===== config.mk =====
export PLATFORM = sky130hd
export DESIGN_NAME = csit_ctrl
export DESIGN_NICKNAME = d
export VERILOG_FILES = /design/src/csit_pkg.sv /design/src/csit_ctrl.sv
export SDC_FILE = /design/constraint.sdc
export NUM_CORES = 1
export LEC_CHECK = 0
export BUFFER_PORTS_ARGS = -buffer_cell sky130_fd_sc_hd__buf_2
export CAP_MARGIN = 20
export CORE_AREA = 5 5 42 44
export CTS_CLUSTER_SIZE = 24
export DETAILED_ROUTE_END_ITERATION = 16
export DIE_AREA = 0 0 47 49
export GPL_ROUTABILITY_DRIVEN = 0
export PLACE_DENSITY_LB_ADDON = 0.15
export RECOVER_POWER = 50
export REMOVE_ABC_BUFFERS = 1
export SETUP_SLACK_MARGIN = 0.5
export SLEW_MARGIN = 20
export SYNTH_ARGS = -nofsm -noshare
export SYNTH_HDL_FRONTEND = slang
export SYNTH_SLANG_ARGS = --single-unit

===== constraint.sdc =====
create_clock -name clk -period 1 [get_ports clk]
set_input_delay 0.05 -clock clk [delete_from_list [all_inputs] [get_ports clk]]
set_output_delay 0.05 -clock clk [all_outputs]
set_load 0.01 [all_outputs]

===== src/csit_pkg.sv =====
// csit_pkg: shared constants and types for the combining sequence intern table.
// No dependencies.
`timescale 1ns / 1ps
package csit_pkg;
    localparam int TABLE_ENTRIES = 1024;
    localparam int IDX_W = $clog2(TABLE_ENTRIES);
    localparam int CNT_W = $clog2(TABLE_ENTRIES + 1);
    localparam logic [31:0] CODE_BASE = 32'h8000_0000;
    localparam logic [3:0] LEN_CAP = 4'd15;
    localparam logic [3:0] MAX_PREFIX_RESET = 4'd10;
    localparam logic FUNC_APPEND = 1'b0;
    localparam logic FUNC_QUERY = 1'b1;

    // controller to datapath
    typedef struct packed {
        logic load;       // capture the request
        logic rd_code;    // read entry named by seq_code
        logic cap_code;   // capture that read
        logic rd_scan;    // read entry at scan index
        logic chk_scan;   // compare scan read, advance index
        logic write;      // allocate new entry
        logic emit;       // drive the result strobe
    } csit_cmd_t;

    // datapath to controller
    typedef struct packed {
        logic composite;
        logic code_ok;
        logic is_query;
        logic scan_done;  // scan index reached fill count
        logic hit;
        logic can_alloc;
    } csit_sts_t;
endpackage


===== src/csit_ctrl.sv =====
// csit_ctrl: sequencer for code lookup, linear pair scan and allocation.
// Depends on csit_pkg.
`timescale 1ns / 1ps
module csit_ctrl (
    input  logic                clk,
    input  logic                rst_n,
    input  logic                start,
    output logic                busy,
    input  csit_pkg::csit_sts_t sts,
    output csit_pkg::csit_cmd_t cmd
);
    import csit_pkg::*;

    typedef enum logic [2:0] {IDLE, DECODE, CODE_RD, SCAN_RD, SCAN_CHK, FINISH}
        state_t;
    state_t state_reg, state_next;

    always_comb
    begin
        state_next = state_reg;
        cmd = '0;
        case (state_reg)
            IDLE:
                if (start)
                begin
                    cmd.load = 1'b1;
                    state_next = DECODE;
                end
            DECODE:
                if (sts.composite && !sts.code_ok)
                begin
                    cmd.emit = 1'b1;
                    state_next = FINISH;
                end
                else if (sts.composite)
                begin
                    cmd.rd_code = 1'b1;
                    state_next = CODE_RD;
                end
                else if (sts.is_query)
                begin
                    cmd.emit = 1'b1;
                    state_next = FINISH;
                end
                else
                    state_next = SCAN_RD;
            CODE_RD:
            begin
                cmd.cap_code = 1'b1;
                if (sts.is_query)
                begin
                    cmd.emit = 1'b1;
                    state_next = FINISH;
                end
                else
                    state_next = SCAN_RD;
            end
            SCAN_RD:
                if (sts.hit)
                begin
                    cmd.emit = 1'b1;   // read register still holds the matching row
                    state_next = FINISH;
                end
                else if (sts.scan_done)
                begin
                    cmd.emit  = 1'b1;
                    cmd.write = sts.can_alloc;
                    state_next = FINISH;
                end
                else
                begin
                    cmd.rd_scan = 1'b1;
                    state_next = SCAN_CHK;
                end
            SCAN_CHK:
            begin
                cmd.chk_scan = 1'b1;
                state_next = SCAN_RD;
            end
            FINISH:
                state_next = IDLE;
            default:
                state_next = IDLE;
        endcase
    end

    always_ff @(posedge clk or negedge rst_n)
    begin
        if (!rst_n)
            state_reg <= IDLE;
        else
            state_reg <= state_next;
    end

    assign busy = state_reg != IDLE;
endmodule


## Word level (Yosys, flattened, before mapping)

Index checks and enable logic that the tools add are counted.

| word-level totals | value |
|---|---|
| flip-flop bits (word level) | 3 |

| cells by class | value |
|---|---|
| equal/unequal tests | 5 |
| multiplexer cells | 25 |
| reductions and logical operators | 4 |

Operator list:

| cell | number |
|---|---|
| two-way mux 1 bit | 17 |
| two-way mux 3 bit | 5 |
| one-hot mux 3 bit (5 select lines) | 1 |
| equality test 3 x 2 -> 1 bit (second input constant) | 2 |
| equality test 3 x 1 -> 1 bit (second input constant) | 1 |
| equality test 3 bit (second input constant) | 1 |
| logical NOT 3 bit | 1 |
| one-hot mux 1 bit (3 select lines) | 1 |
| nonzero test 3 bit | 1 |
| two-way mux 2 bit | 1 |
| != test 2 bit (second input constant) | 1 |
| logical AND 1 bit | 1 |
| logical NOT 1 bit | 1 |

## Longest topological paths before layout

| depth | value |
|---|---|
| depth in word-level cells | 4 |
| depth in mapped cells | 4 |
| depth with buffers taken out | 3 |

## Worst setup path before layout

No wires, ideal clock.

| timing path | value |
|---|---|
| path type | register -> register |
| start | reg state_reg[1] |
| end | reg state_reg[0] |
| data required time | 0.880 ns |
| clock period less this slack | 1.190 ns |
| path buffers | 1 |
| path slack | -0.190 ns |
| arrival | 1.069 ns |
| stages on the path, launching flop included | 4 |
| cells stage by stage | dfrtp_1 buf_6 or3_4 o211a_1 |

| between the ends | value |
|---|---|
| word-level cells in the longest chain between the ends | 2 |
| elaborated cells on any way between the ends | 7 |
| those cells by class | 5 x eq/ne; 1 x mux; 1 x reduce/logical |

RTL lines:

| element | RTL line | source |
|---|---|---|
| from (decl) | csit_ctrl.sv:16 | `state_t state_reg, state_next;` |
| from (signal assigned) | csit_ctrl.sv:92 | `state_reg <= state_next;` |
| equality test 3 bit (tied with other cells) | csit_ctrl.sv:22 | `case (state_reg)` |
| one-hot mux 3 bit (5 select lines) / != test 2 bit (equally long branches) | n/a |  |

Parallel ways exist; a longest one is shown, timed or not.
A chain may end at the register's enable or synchronous reset.

==> metrics.txt <==
WP data arrival 1.29 ns; num ports 17; Die Width between 40 and 50 um; PwrDens 2820 mW/mm^2; Main synth FF type dfrtp_1; worst-skew pair later-pin latency 0.23 ns; detailed-route via count 349; period utilization 1.34; storage element area 78.8 sq um; maximum fanout along the worst path 6; Syn. warnings 0; initial DRC count 0; status complete, but fails checks; Synth cell types 21; VDD IR max 1.36 mV; syn_area_per_cell 7.83 sq um; number of synthesized flops with an enable pin 0; CP Data Required Time ~0.95 ns; largest net degree at the start of global routing 8; RSZ-0062 raised after global routing yes; Antenna Cells 0; Slew HR 0.837; clk sinks 3; remaining global-route overflow 0; Layout Utilization 0.405; Fillers 164; Setup Slack @ Placement -0.161 ns; Leak 0.270 nW; Inst Count DP 70; vias per cell 4.36; area share of the largest cell type after synthesis 0.274; Hold Violations, Final 0; failing checks setup timing; antenna violations before repair 0; share of layout cells above drive strength 1 0.703; Nets 74; port buffer count 16; Max-Cap Viols 0; routed len/inst 11.0 um; Setup Skew 0.00247 ns; Post-synth ARST share 1.00; Bufs on Longest Clock Path 2; gr usage total 0.0827; CP Class flip-flop to output pin; synthesized area 274 sq um; fin cells 80; maximum clock rate 748 MHz; CTS tree done; FF-to-FF setup slack -0.21 ns; most common cell in the netlist inv_1; clk slew on worst S/H paths roughly 0.040 ns; Hold Crit Class primary input to flip-flop; initial core utilization 0.196; Vert. Die Dim between 40 and 50 um; min Tclk post-route 1.34 ns; post-synthesis sequential area ratio 0.274; WL final around 880 um; Slew @ Worst Pin around 0.24 ns; Largest register FFs 3; Setup WS post-layout -0.337 ns; Syn-to-layout area delta 107%; core area 0.00140 sq mm; crit end category output pin; CP Launch Type flip-flop; Rows 14; CTS buffer count 3; Post-synth top cells inv_1 (4), dfrtp_1 (3), nand2b_1 (3), nor2_1 (3), o21ai_0 (3); final setup vio count 10; Power Total 1.60 mW; vias in the first global route 338; DRC Markers 0; router iterations before antenna repair 1; Yosys reg bits 3; Slew Limit Fails 0; ANT nets after route 0; Detail Placement HPWL 630 um; H-tree depth 1; largest cells by area after synthesis dfrtp_1 (27%), nand2b_1 (6.8%), o21ai_0 (5.5%); Gate Count Post-Synth 35; area of the multi-input gates 220 sq um; WHS 0.0923 ns; die area approximately 0.0023 sq mm; first-pass GRT wire length 1350 um; cell taking the most area after synthesis dfrtp_1; clk root buf clkbuf_4
cells by family after synthesis:
group / count (synthesis) / share of synthesized area
muxes: 1 / 0.0365
DFF: 3 / 0.274
AOI/OAI and AO/OA: 9 / 0.224
buffers and inverters: 6 / 0.114
and+or+nand+nor: 16 / 0.352
final cells by class:
cell class,count,area share
clock buffer,4,0.0463
inverter,4,0.0308
multi-input combinational,26,0.388
sequential,3,0.139
tap,16,0.0352
timing repair buffer,27,0.361
where the power goes:
| group | internal, mW | switching, mW | total [mW] | leakage (nW) |
|---|---|---|---|---|
| Sequential | 0.190 | 0.103 | 0.292 | 0.0332 |
| Clock | 0.149 | 0.0546 | 0.204 | 0.0150 |
| Combinational | 0.660 | 0.445 | 1.10 | 0.222 |
| Total | 0.998 | 0.602 | 1.60 | 0.270 |
critical path: stages, from the launching register on:
cell and delay, ns:
dfrtp_2 0.43, or3_4 0.41, nor2_1 0.08, buf_2 0.13
timing repair:
action / CTS / global route
endpoints found under the setup margin: 11 / 11
pin swaps: 8 / 1
resized for setup: 24 / 6
hold endpoints to repair: 3 / 0
hold buffers: 1 / 0
setup buffers: 3 / 2
final timing paths:
check / start / cells after the start / endpoint
hold reg to reg: state_reg[2] / 1 / state_reg[2]
max in group asynchronous: rst_n / 2 / state_reg[0]
setup / recovery: state_reg[1] / 3 / cmd[6]
min in group asynchronous: rst_n / 2 / state_reg[1]
hold / removal: start / 2 / state_reg[0]
setup reg to reg: state_reg[1] / 4 / state_reg[1]
routing by layer:
metal,global-route usage,up-vias,routed length (um)
met5,0,-,0
met4,0.0415,0,0
met3,0.0332,0,29
met2,0.138,5,490
met1,0.0844,160,360
li1,-,184,-
placed cells by master, fill, tap and decap left out, drive strengths merged:
master / count
o22ai: 1
a21oi: 1
nor4: 2
o21ai: 3
o211a: 1
dlygate4sd3: 1
or3: 1
a21boi: 1
nor2b: 2
mux2i: 1
dfrtp: 3
inv: 4
nor3b: 1
clkbuf: 5
nand4b: 1
buf: 25
nor2: 3
o32ai: 1
nand2: 2
nand2b: 3
o311ai: 1
or2: 1
per-stage QoR:
stage	area (sq um)	TNS [ns]
5_1_grt	568	-3.13
3_5_place_dp	395	-0.754
4_1_cts	528	-2.49
2_1_floorplan	258	-0.505
6_report	568	-2.45
3_3_place_gp	395	-0.867
Power figures use the tool's default switching activity.
